`config.mk`:
```
export PLATFORM = sky130hd
export DESIGN_NAME = alsi_cell
export DESIGN_NICKNAME = d
export VERILOG_FILES = /design/src/rtl/core/array_list_shift_insert_remove_defines.svh /design/src/rtl/core/alsi_pkg.sv /design/src/rtl/core/alsi_cell.sv
export SDC_FILE = /design/constraint.sdc
export NUM_CORES = 1
export LEC_CHECK = 0
export BUFFER_PORTS_ARGS = -buffer_cell sky130_fd_sc_hd__buf_2
export CORE_MARGIN = 5
export CORE_UTILIZATION = 40
export DETAILED_ROUTE_END_ITERATION = 16
export PLACE_DENSITY = 0.79
export SLEW_MARGIN = 20
export SYNTH_ARGS = -nofsm -noshare
export SYNTH_HDL_FRONTEND = slang
export SYNTH_SLANG_ARGS = --single-unit
```
`constraint.sdc`:
```
create_clock -name i_clk -period 4 [get_ports i_clk]
set_input_delay 0.4 -clock i_clk [delete_from_list [all_inputs] [get_ports i_clk]]
set_output_delay 0.4 -clock i_clk [all_outputs]
set_load 0.01 [all_outputs]
```
`src/rtl/core/array_list_shift_insert_remove_defines.svh`:
```
// Assertion macros used by the list block's top-level RTL file.
`ifndef ARRAY_LIST_SHIFT_INSERT_REMOVE_DEFINES_SVH
`define ARRAY_LIST_SHIFT_INSERT_REMOVE_DEFINES_SVH

// Checks that cond holds in the same cycle as trig.
`define ALSI_ASSERT_SAME(label, clk, rst_n, trig, cond) \
    label: assert property (@(posedge clk) disable iff (!(rst_n)) (trig) |-> (cond)) \
        else $error("list block check failed");

// Checks that cond holds in the cycle after trig.
`define ALSI_ASSERT_NEXT(label, clk, rst_n, trig, cond) \
    label: assert property (@(posedge clk) disable iff (!(rst_n)) (trig) |=> (cond)) \
        else $error("list block check failed");

`endif

```
`src/rtl/core/alsi_pkg.sv`:
```
// Package with the list block's constants, command and status codes, and cell control type.
package alsi_pkg;

    localparam int DEPTH   = 64;
    localparam int DATA_W  = 32;
    localparam int POS_W   = 7;
    localparam int ENTRY_W = 7;
    localparam int IDX_W   = (DEPTH > 1) ? $clog2(DEPTH) : 1;
    localparam int CNT_W   = $clog2(DEPTH + 1);
    localparam int CMP_W   = (CNT_W > POS_W) ? CNT_W : POS_W;
    localparam int GRP_SZ  = 8;
    localparam int NUM_GRP = (DEPTH + GRP_SZ - 1) / GRP_SZ;

    typedef enum logic [2:0] {
        CMD_PUSH_TAIL = 3'd0,
        CMD_POP_TAIL  = 3'd1,
        CMD_INS_HEAD  = 3'd2,
        CMD_POP_HEAD  = 3'd3,
        CMD_INS_POS   = 3'd4
    } t_command;

    typedef enum logic [1:0] {
        ST_OK     = 2'd0,
        ST_FULL   = 2'd1,
        ST_EMPTY  = 2'd2,
        ST_BADPOS = 2'd3
    } t_status;

    typedef struct packed {
        logic                     ins;
        logic                     pop_head;
        logic                     pop_tail;
        logic [CNT_W-1:0]         pos;
        logic [CNT_W-1:0]         count;
        logic signed [DATA_W-1:0] data;
    } t_cell_ctrl;

endpackage

```
`src/rtl/core/alsi_cell.sv`:
```
// One list cell: holds one entry and shifts, loads or holds it from its neighbors.
module alsi_cell (
    input  logic                              i_clk,
    input  logic [alsi_pkg::IDX_W-1:0]        i_index,
    input  alsi_pkg::t_cell_ctrl              i_ctrl,
    input  logic signed [alsi_pkg::DATA_W-1:0] i_lower_value,
    input  logic signed [alsi_pkg::DATA_W-1:0] i_upper_value,
    output logic signed [alsi_pkg::DATA_W-1:0] o_value,
    output logic signed [alsi_pkg::DATA_W-1:0] o_sel_value
);

    logic signed [alsi_pkg::DATA_W-1:0] r_value;
    logic signed [alsi_pkg::DATA_W-1:0] n_value;
    logic [alsi_pkg::CNT_W-1:0]         w_idx;
    logic [alsi_pkg::CNT_W-1:0]         w_idx_p1;
    logic                               w_sel;

    assign w_idx    = alsi_pkg::CNT_W'(i_index);
    assign w_idx_p1 = w_idx + alsi_pkg::CNT_W'(1);

    always_comb begin
        n_value = r_value;
        if (i_ctrl.ins) begin
            if (w_idx == i_ctrl.pos) begin
                n_value = i_ctrl.data;
            end else if ((w_idx > i_ctrl.pos) && (w_idx <= i_ctrl.count)) begin
                n_value = i_lower_value;
            end
        end else if (i_ctrl.pop_head && (w_idx_p1 < i_ctrl.count)) begin
            n_value = i_upper_value;
        end
    end

    always_ff @(posedge i_clk) begin
        r_value <= n_value;
    end

    assign w_sel = (i_ctrl.pop_tail && (w_idx_p1 == i_ctrl.count))
                || (i_ctrl.pop_head && (w_idx == '0));

    assign o_value     = r_value;
    assign o_sel_value = w_sel ? r_value : '0;

endmodule

```
After elaboration in Yosys (flattened, before gate mapping) --
Index checks and enable logic that the tools add are counted.
Word-level totals: register bits after elaboration 32, output and inout bits 64, input bits 120, word-level logic and storage cells 21
Operators by class: magnitude comparators 3, add/sub/neg operators 1, eq/ne operators 3, reduce and logical (&&, ||, !) cells 8, mux-type cells 5
Operator list (count):
- $mux W32 | 5
- $add A6 B1 Y7 const B | 1
- $eq A6 B7 Y1 | 1
- $eq A7 B7 Y1 | 1
- $gt A6 B7 Y1 | 1
- $le A6 B7 Y1 | 1
- $logic_not A7 Y1 | 1
- $lt A7 B7 Y1 | 1
- $logic_and A1 B1 Y1 | 4
- $ne A3 B1 Y1 const B | 1
- $reduce_and A2 Y1 | 1
- $reduce_bool A2 Y1 | 1
- $logic_or A1 B1 Y1 | 1

Depth between registers and ports, before layout --
Gate-level depths: netlist of run 1.
depth after elaboration 5, mapped depth 9, gate-level depth less buffers 9

Worst setup path after synthesis of run 1 --
Ideal clock, no wire load.
kind input port to flip-flop, from input i_index[0] (netlist name), to register r_value (netlist bit o_value[0]), enable pin, library setup time 433 ps, data arrival time 3034 ps, slack 533 ps, cell stages on the path 9, cells stage by stage ha_1 nand3_1 xnor2_1 ha_1 a21oi_1 nor2b_1 o21ai_0 o21ai_0 o22ai_1
Between the ends: longest elaborated chain between the ends 5
Ends and longest elaborated chain:
- from (decl) | line alsi_cell.sv:4 | input logic [alsi_pkg::IDX_W-1:0] i_index,
- $add A6 B1 Y7 | line alsi_cell.sv:19 | assign w_idx_p1 = w_idx + alsi_pkg::CNT_W'(1);
- $lt A7 B7 Y1 | line alsi_cell.sv:29 | end else if (i_ctrl.pop_head && (w_idx_p1 < i_ctrl.count)) begin
- $logic_and A1 B1 Y1 | line alsi_cell.sv:29
- $reduce_bool A2 Y1 (no line)
- $reduce_and A2 Y1 (no line) *
- to (signal assigned) | line alsi_cell.sv:35 | r_value <= n_value;
- to (decl) | line alsi_cell.sv:12 | logic signed [alsi_pkg::DATA_W-1:0] r_value;
Every way passes the cells marked *; elsewhere a longest branch is shown, timed or not. A chain may end at the register's enable or synchronous reset.

Worst setup path after layout of run 1 --
from input i_index[1] (netlist name), to output o_sel_value[22] (netlist name)
Between the ends: longest elaborated chain between the ends 5
Ends and longest elaborated chain:
- $add A6 B1 Y7 | line alsi_cell.sv:19
- $eq A7 B7 Y1 | line alsi_cell.sv:38 | assign w_sel = (i_ctrl.pop_tail && (w_idx_p1 == i_ctrl.count))
- $logic_and A1 B1 Y1 | line alsi_cell.sv:38
- $logic_or A1 B1 Y1 * | line alsi_cell.sv:39 | || (i_ctrl.pop_head && (w_idx == '0));
- $mux W32 * | line alsi_cell.sv:42 | assign o_sel_value = w_sel ? r_value : '0;
- to (decl) | line alsi_cell.sv:9 | output logic signed [alsi_pkg::DATA_W-1:0] o_sel_value
Marked as above.

==> flow_metrics.tcl, run 1 <==
set metrics [dict create \
    run_status "complete, no violations" \
    hp-class "input port to register" \
    ctsResizeCount 0 \
    syn-num-nets 393 \
    fin_util_pct 59.4 \
    synth_top_area_share_pct 38.4 \
    cts-root-buf "clkbuf_8" \
    postRouteWirelength_mm 7.76 \
    synth_area_mm2 0.00250 \
    hold_ws_ns 0.438 \
    cap_violations 0 \
    grt-ovfl-total 0 \
    finalMaxSlewViolations 0 \
    ys_warn_count 0 \
    power_density_mw_per_mm2 286 \
    drtAntennaViolNets 0 \
    vias_per_cell 4.92 \
    final_cell_mix "buf_2, a21oi_1, nor2_1" \
    first_pass_iters 4 \
    cts_hold_buf 0 \
    die_x_um 89.1 \
    dr_total_vias 2497 \
    crit_path_end_kind "output port" \
    setup_viol_count_final 0 \
    top_layer_used "met4" \
    cts_buffers 5 \
    fin_crit_sh_pct 73.7 \
    finalHoldViolCount 0 \
    synth_cell_type_count 34 \
    criticalPathCategory "input port to output port" \
    worstPathRequired_ns 3.60 \
    yosysSeqAreaShare_pct 38.4 \
    place_area_mm2 0.00344 \
    initial_core_util_pct 41.8 \
    grtUsageTotal_pct 18.9 \
    cts_max_level 2 \
    antenna_found_initial 0 \
    dieHeight_um 89.1 \
    worstMarginPinSlew_ns 0.734 \
    synthToLayoutAreaGrowth_pct 42.2 \
    arrival_ns 2.55 \
    drc 0 \
    io_pins 184 \
    max-clock-path-buffers 2 \
    routedWlPerCell_um 15.3 \
    cts_setup_buffers 0 \
    rsz0062_at_grt "false" \
    finalNonFillerCells 508 \
    fp.coreArea_mm2 0.00599 \
    dr_wl_met3_um 686 \
    design_area_mm2 0.00356 \
    start_kind "input port" \
    grt_pass1_vias 2565 \
    syn_area_per_cell_um2 9.93 \
    placedCellCount 500 \
    vdd_drop_max_v 0.000215 \
    cellLeakagePower_nw 1.78 \
    synth-seq-cells 32 \
    cts_tree "done" \
    grt_max_degree 63 \
    hold_start "i_upper_value[14]" \
    yosysTopAreaCell "edfxtp_1" \
    met1_length_mm 2.68 \
    layout_setup_ws_ns 1.05 \
    met2_length_mm 4.30 \
    cts.clk_slew.worst_paths_ns 0.07 \
    grt_pass1_wl_mm 11.5 \
    dieArea_mm2 0.00793 \
    nets 573 \
    max_freq_ghz 0.339 \
    final.min_clock_period_ns 2.95 \
    startpoint "i_index[1]" \
    fin_tns_setup_ns 0 \
    largest_register_ffs 32 \
    crit_fanout 18 \
    diodes 0 \
    synthCells 252 \
    rows 28 \
    io_buffers 183 \
    drt-initial-drc-count 76 \
    relSlewSlack_pct 51.1 \
    dp_hpwl_mm 6.46 \
    final_common_cell "buf_2" \
    power_mw 1.02 \
    numClockSinks 32 \
    crit_end "o_sel_value[22]" \
    place_congestion 0.869 \
    drive_above_1_share_pct 46.4 \
    dp_slack_ns 1.05 \
    synth.area.top_cells "edfxtp_1, mux2i_1, ha_1" \
    hold_depth 3 \
]
-- layout make-up --
cell class / count / area, um^2
timing repair buffer: 186 / 938
sequential: 32 / 961
fill: 550 / 2430
tap: 75 / 93.8
clock buffer: 5 / 68.8
multi-input combinational: 192 / 1400
clock inverter: 3 / 42.5
inverter: 15 / 56.3
-- critical path, stage by stage --
cell and delay [ns]:
buf_2 0.14, ha_1 0.19, nand3_1 0.12, xnor2_1 0.15
ha_1 0.29, nand4_1 0.13, o21ai_2 0.55, buf_4 0.30
and2_1 0.14, buf_2 0.12
-- power by group --
group | switching, mW | total [mW] | internal (mW)
Combinational | 0.142 | 0.265 | 0.123
Sequential | 0.0216 | 0.449 | 0.427
Clock | 0.118 | 0.303 | 0.184
-- kinds of logic after synthesis --
group | share of synthesized area, %
buf+inv | 6.35
simple gates | 19.4
xor+xnor | 1.40
fa+ha+maj | 10.5
flops | 38.4
compound gates | 11.2
mux | 12.8
-- cells in the mapped netlist, drive strengths merged --
master / instances
nand3b: 1
o22ai: 2
nand2: 3
o21ai: 3
and4b: 1
xnor2: 3
nand4b: 2
ha: 21
nor2: 36
mux2i: 32
o311ai: 1
and2: 32
xor2: 1
a211oi: 1
edfxtp: 32
nor4b: 1
nor2b: 2
and3: 1
a21oi: 37
buf: 4
o21a: 2
inv: 15
nand4: 2
o21bai: 2
nand3: 4
clkbuf: 9
a21o: 2
-- per-layer routing --
metal | vias up | track usage [%]
met5 | - | 0
met2 | 116 | 36.0
met4 | 0 | 5.28
met3 | 8 | 4.42
li1 | 1251 | -
met1 | 1122 | 21.0
-- worst min-delay path by stage --
stage,to
after floorplan,o_value[0]
after global placement,o_value[13]
after detailed placement,o_value[14]
after CTS,o_value[14]
after global routing,o_value[5]
final,o_value[14]
Note: power is estimated with default switching activity, not from simulation.
==> inputs of run 2 (changes only) <==
--- a/config.mk
+++ b/config.mk
@@ -7,9 +7,9 @@
 export LEC_CHECK = 0
 export BUFFER_PORTS_ARGS = -buffer_cell sky130_fd_sc_hd__buf_2
 export CORE_MARGIN = 5
-export CORE_UTILIZATION = 40
+export CORE_UTILIZATION = 37
 export DETAILED_ROUTE_END_ITERATION = 16
-export PLACE_DENSITY = 0.79
+export PLACE_DENSITY = 0.77
 export SLEW_MARGIN = 20
 export SYNTH_ARGS = -nofsm -noshare
 export SYNTH_HDL_FRONTEND = slang
==> constraint.sdc (replaced) <==
create_clock -name i_clk -period 2.4 [get_ports i_clk]
set_input_delay 0.24 -clock i_clk [delete_from_list [all_inputs] [get_ports i_clk]]
set_output_delay 0.24 -clock i_clk [all_outputs]
set_load 0.01 [all_outputs]
==> run 2 against run 1 <==
First-iteration DRC count shrank 33%. Utilization fell by 5.1 points. Worst setup slack got worse by 0.83 ns. Critical path depth stayed put. Power up 66%. Count of clock-buffer cells in the layout increased by 1. Routed wire length down 9.3%. Sequential power is 66% higher. Critical endpoint is now o_sel_value[15]. Global-route usage shrank 2.8 points.
==> flow_metrics.tcl, run 2 (synthesis results as in run 1) <==
set metrics [dict create \
    run_status "complete, no violations" \
    drtAntennaViolNets 0 \
    cts_setup_buffers 0 \
    finalHoldViolCount 0 \
    grt_pass1_vias 2459 \
    dp_hpwl_mm 6.07 \
    fillCellCount 612 \
    drive_above_1_share_pct 46.7 \
    max_stage_delay_ns 0.29 \
    nets 577 \
    postRouteWirelength_mm 7.04 \
    drc 0 \
    vdd_drop_max_v 0.000253 \
    cts_max_level 2 \
    arrival_ns 1.94 \
    path_buf_inv 3 \
    cts_hold_buf 0 \
    final_common_cell "buf_2" \
    power_mw 1.69 \
    cp_slowest_cell "ha_1" \
    regArea_um2 961 \
    max-clock-path-buffers 2 \
    antenna_found_initial 0 \
    dieHeight_um 92.2 \
    grt-ovfl-total 0 \
    hp-class "input port to register" \
    setup_viol_count_final 0 \
    io_pins 184 \
    crit_fanout 18 \
    final.min_clock_period_ns 2.18 \
    fp.coreArea_mm2 0.00668 \
    drt-initial-drc-count 51 \
    dr_total_vias 2477 \
    grt_pass1_wl_mm 11.0 \
    rows 30 \
    routedWlPerCell_um 13.6 \
    grtUsageTotal_pct 16.2 \
    fin_util_pct 54.3 \
    cts_buffers 5 \
    diodes 0 \
    power_density_mw_per_mm2 466 \
    initial_core_util_pct 37.4 \
    place_congestion 0.777 \
    dieArea_mm2 0.00850 \
    synthToLayoutAreaGrowth_pct 45.0 \
    criticalPathCategory "input port to output port" \
    worstPathRequired_ns 2.16 \
    multi_input_area_mm2 0.00140 \
    grt_max_degree 65 \
    first_pass_iters 4 \
    fin_tns_setup_ns 0 \
    worstMarginPinSlew_ns 0.581 \
    finalMaxSlewViolations 0 \
    max_freq_ghz 0.458 \
    final_cell_mix "buf_2, a21oi_1, nor2_1" \
    numClockSinks 32 \
    ctsResizeCount 0 \
    die_x_um 92.2 \
    rsz0062_at_grt "false" \
    io_buffers 183 \
    cts_tree "done" \
    vias_per_cell 4.79 \
    cellLeakagePower_nw 1.82 \
    crit_path_end_kind "output port" \
    start_kind "input port" \
    cap_violations 0 \
    largest_register_ffs 32 \
    relSlewSlack_pct 61.3 \
    critPathTopFamily "buffers and inverters" \
    fin_crit_sh_pct 90.9 \
    cts.clk_slew.worst_paths_ns 0.07 \
    crit_chain "buf_2, ha_1, nand3_1, xnor2_1, ha_1, nand4_1, o21ai_2, buf_4, and2_1, buf_2" \
    cts-root-buf "clkbuf_8" \
]
[run 2: changes by cell type in the layout (fill, tap and decap cells not counted), sizes merged]
cell,change
clkbuf,+1
buf,+4
clkinvlp,-1
[run 2: final timing paths]
kind,startpoint,to,slack (ns),cells past startpoint
worst max-delay path,i_index[1],o_sel_value[15],0.22,10
worst min-delay path,i_upper_value[30],o_value[30],0.28,3
[run 2: final cells by class]
type | count | share of cell area (%)
repair buffers | 190 | 27.7
well taps | 80 | 2.76
clock buffers | 6 | 2.00
clock inverters | 2 | 0.966
multi-input cells | 192 | 38.5
flip-flops and latches | 32 | 26.5
inverters | 15 | 1.55
[run 2: worst min-delay path: stages]
cell and delay (ns):
buf_2 0.07, nor2_1 0.03, a21oi_1 0.10
[run 2: per-stage QoR]
stage | hold WS [ns] | instances | setup slack (ns) | area [um^2]
detailed placement | 0.566 | 509 | 0.0301 | 3520
finish | 0.280 | 517 | 0.217 | 3630
floorplan | 0.466 | 252 | 0.0354 | 2510
global route | 0.279 | 517 | 0.0211 | 3630
global placement | 0.557 | 509 | 0.0749 | 3520
CTS | 0.271 | 517 | 0.192 | 3630
[run 2: layer usage]
layer | wire (um) | share of wire, % | GRT usage [%] | vias up
met5 | 0 | 0 | 0 | -
met4 | 117 | 1.7 | 5.69 | 0
met3 | 593 | 8.4 | 4.92 | 10
met2 | 3740 | 53 | 30.3 | 102
met1 | 2590 | 37 | 16.9 | 1109
li1 | - | - | - | 1256
[run 2: where the power goes]
part	switching, mW	internal [mW]	leakage [nW]
sequential	0.0345	0.711	0.307
clock	0.187	0.308	0.0552
combinational	0.231	0.219	1.45
==> inputs of run 3 (changes only) <==
--- a/config.mk
+++ b/config.mk
@@ -5,9 +5,10 @@
 export SDC_FILE = /design/constraint.sdc
 export NUM_CORES = 1
 export LEC_CHECK = 0
+export ABC_AREA = 1
 export BUFFER_PORTS_ARGS = -buffer_cell sky130_fd_sc_hd__buf_2
 export CORE_MARGIN = 5
-export CORE_UTILIZATION = 37
+export CORE_UTILIZATION = 40
 export DETAILED_ROUTE_END_ITERATION = 16
 export PLACE_DENSITY = 0.77
 export SLEW_MARGIN = 20
==> constraint.sdc (replaced) <==
create_clock -name i_clk -period 2.1 [get_ports i_clk]
set_input_delay 0.315 -clock i_clk [delete_from_list [all_inputs] [get_ports i_clk]]
set_output_delay 0.315 -clock i_clk [all_outputs]
set_load 0.01 [all_outputs]
==> run 3 against run 2 <==
Highest routed layer unchanged. The flow now finishes with violations (setup timing). Largest cell class unchanged. Worst setup slack lost 0.46 ns. Critical endpoint is now o_sel_value[25]. Global-route usage grew 3.0 points. First-iteration DRC count increased by 27%.
==> flow_metrics.tcl, run 3 <==
set metrics [dict create \
    finalMaxSlewViolations 0 \
    seqPwrFrac_pct 42.1 \
    final.min_clock_period_ns 2.35 \
    grt_max_degree 33 \
    arrival_ns 2.03 \
    synthTopCellsByCount "nor2_1, inv_1, a21oi_1" \
    io_buffers 183 \
    syn_area_per_cell_um2 7.84 \
    synth-seq-cells 32 \
    synth.area.top_cells "edfxtp_1, nor2_1, a21oi_2" \
    power_density_mw_per_mm2 514 \
    ys_warn_count 0 \
    switching_power_uw 603 \
    relSlewSlack_pct 72.3 \
    layout_setup_ws_ns -0.247 \
    drive_above_1_share_pct 53.5 \
    drc 0 \
    antenna_found_initial 0 \
    rsz0062_at_grt "true" \
    max_freq_ghz 0.426 \
    cts_buffers 5 \
    diodes 0 \
    dr_total_vias 2961 \
    max-clock-path-buffers 2 \
    clockPowerShare_pct 26.8 \
    first_pass_iters 4 \
    synth_area_mm2 0.00272 \
    cts.clk_slew.worst_paths_ns 0.06 \
    grt-ovfl-total 0 \
    initial_core_util_pct 40.5 \
    fp.coreArea_mm2 0.00672 \
    final_common_cell "buf_2" \
    nets 684 \
    vias_per_cell 4.75 \
    dieHeight_um 92.5 \
    p_sw_share_pct 28.9 \
    cellLeakagePower_nw 2.13 \
    async_flop_share_pct 0 \
    vdd_drop_max_v 0.000203 \
    yosysTopAreaCell "edfxtp_1" \
    syn-num-nets 488 \
    worstMarginPinSlew_ns 0.416 \
    power_mw 2.08 \
    failed_checks "setup timing" \
    yosysMostFrequentCell "nor2_1" \
    synth_top_area_share_pct 35.3 \
    ys.flop_type "edfxtp_1" \
    die_x_um 92.5 \
    setup_viol_count_final 32 \
    numClockSinks 32 \
    final_cell_mix "buf_2, nor2_1, inv_1" \
    fin_crit_sh_pct 112 \
    synthToLayoutAreaGrowth_pct 48.9 \
    place_congestion 0.895 \
    worstPathRequired_ns 1.78 \
    drtAntennaViolNets 0 \
    postRouteWirelength_mm 8.57 \
    crit_path_end_kind "output port" \
    grt_pass1_wl_mm 13.2 \
    p_comb_share_pct 31.1 \
    synth_cell_type_count 20 \
    start_kind "input port" \
    grt_pass1_vias 2951 \
    finalHoldViolCount 0 \
    intPower_mw 1.48 \
    hp-class "input port to register" \
    criticalPathCategory "input port to output port" \
    cts_tree "done" \
    dieArea_mm2 0.00855 \
    run_status "finished, violations left" \
    grtUsageTotal_pct 19.1 \
    yosysSeqAreaShare_pct 35.3 \
    cts_max_level 2 \
    hold_depth 3 \
    fin_tns_setup_ns -6.83 \
    cts-root-buf "clkbuf_8" \
    drt-initial-drc-count 65 \
    dp_hpwl_mm 6.82 \
    crit_fanout 32 \
    routedWlPerCell_um 13.7 \
    rows 30 \
    io_pins 184 \
    cap_violations 0 \
    synth-edff-count 32 \
    synthCells 347 \
    largest_register_ffs 32 \
]
[run 3: cell types whose count changed after synthesis, moves of 21 or more]
cell and delta:
a21oi_2 +30, nand2_2 +31, nand2_1 +21, inv_1 +39, and2_1 -32, nor2_1 +42
mux2i_1 -32
[run 3: metal layers]
metal / part of all wire (%) / wire length [um] / track usage (%) / vias up
met2: 53 / 4530 / 36.5 / 99
li1: - / - / - / 1506
met3: 5.8 / 494 / 3.33 / 9
met1: 40 / 3450 / 21.5 / 1347
met5: 0 / 0 / 0 / -
met4: 1.1 / 96 / 5.69 / 0
[run 3: final timing paths]
kind | from | endpoint | slack, ns
setup / recovery | i_index[1] | o_sel_value[25] | -0.25
hold / removal | i_upper_value[16] | o_value[16] | 0.35
[run 3: cell type report]
cell class / instances / area, um^2
clock buffers: 6 / 72.6
repair buffers: 205 / 1160
multi-input cells: 242 / 1500
flip-flops and latches: 32 / 961
inverters: 57 / 226
well taps: 80 / 100
clock inverters: 2 / 35.0
fillers: 581 / 2670
[run 3: critical path, stage by stage]
cell	delay (ns)
clkbuf_4	0.15
ha_4	0.17
nand3_2	0.08
xor2_1	0.17
inv_1	0.09
ha_4	0.27
nand2_1	0.07
nor2_2	0.11
nand4_1	0.11
nand2_2	0.14
inv_8	0.09
nor2_1	0.11
buf_2	0.15
[run 3: cell families after synthesis]
logic type	share of synthesized area [%]
AO/OA/AOI/OAI	17.7
buffers and inverters	12.4
flip-flops	35.3
XOR/XNOR	1.29
AND/OR/NAND/NOR	23.6
adder cells (fa/ha/maj)	9.66
[run 3: repair_timing]
action | in CTS | in global routing
pin swaps | 2 | 0
setup buffers | 0 | 1
cloned | 0 | 2
endpoints found under the setup margin | 32 | 64
resized for setup | 4 | 12
hold buffers | 0 | 0
[run 3: power groups by stage]
stage	clock network [mW]	registers (mW)	logic [mW]
3_3_place_gp	0	0.885	0.591
3_5_place_dp	0	0.891	0.606
5_1_grt	0.601	0.889	0.717
4_1_cts	0.579	0.877	0.610
6_report	0.559	0.876	0.648
2_1_floorplan	0	0.928	0.243
[run 3: per-stage QoR]
step / worst slack, ns / std cells / utilization, % / hold WS [ns] / instance area, um^2
global placement: -0.258 / 613 / 56.9 / 0.620 / 3820
finish: -0.247 / 624 / 60.3 / 0.348 / 4050
global route: -0.330 / 624 / 60.3 / 0.341 / 4050
CTS: -0.179 / 621 / 58.6 / 0.337 / 3940
floorplan: -0.202 / 347 / - / 0.532 / 2750
detailed placement: -0.337 / 613 / 56.9 / 0.630 / 3820
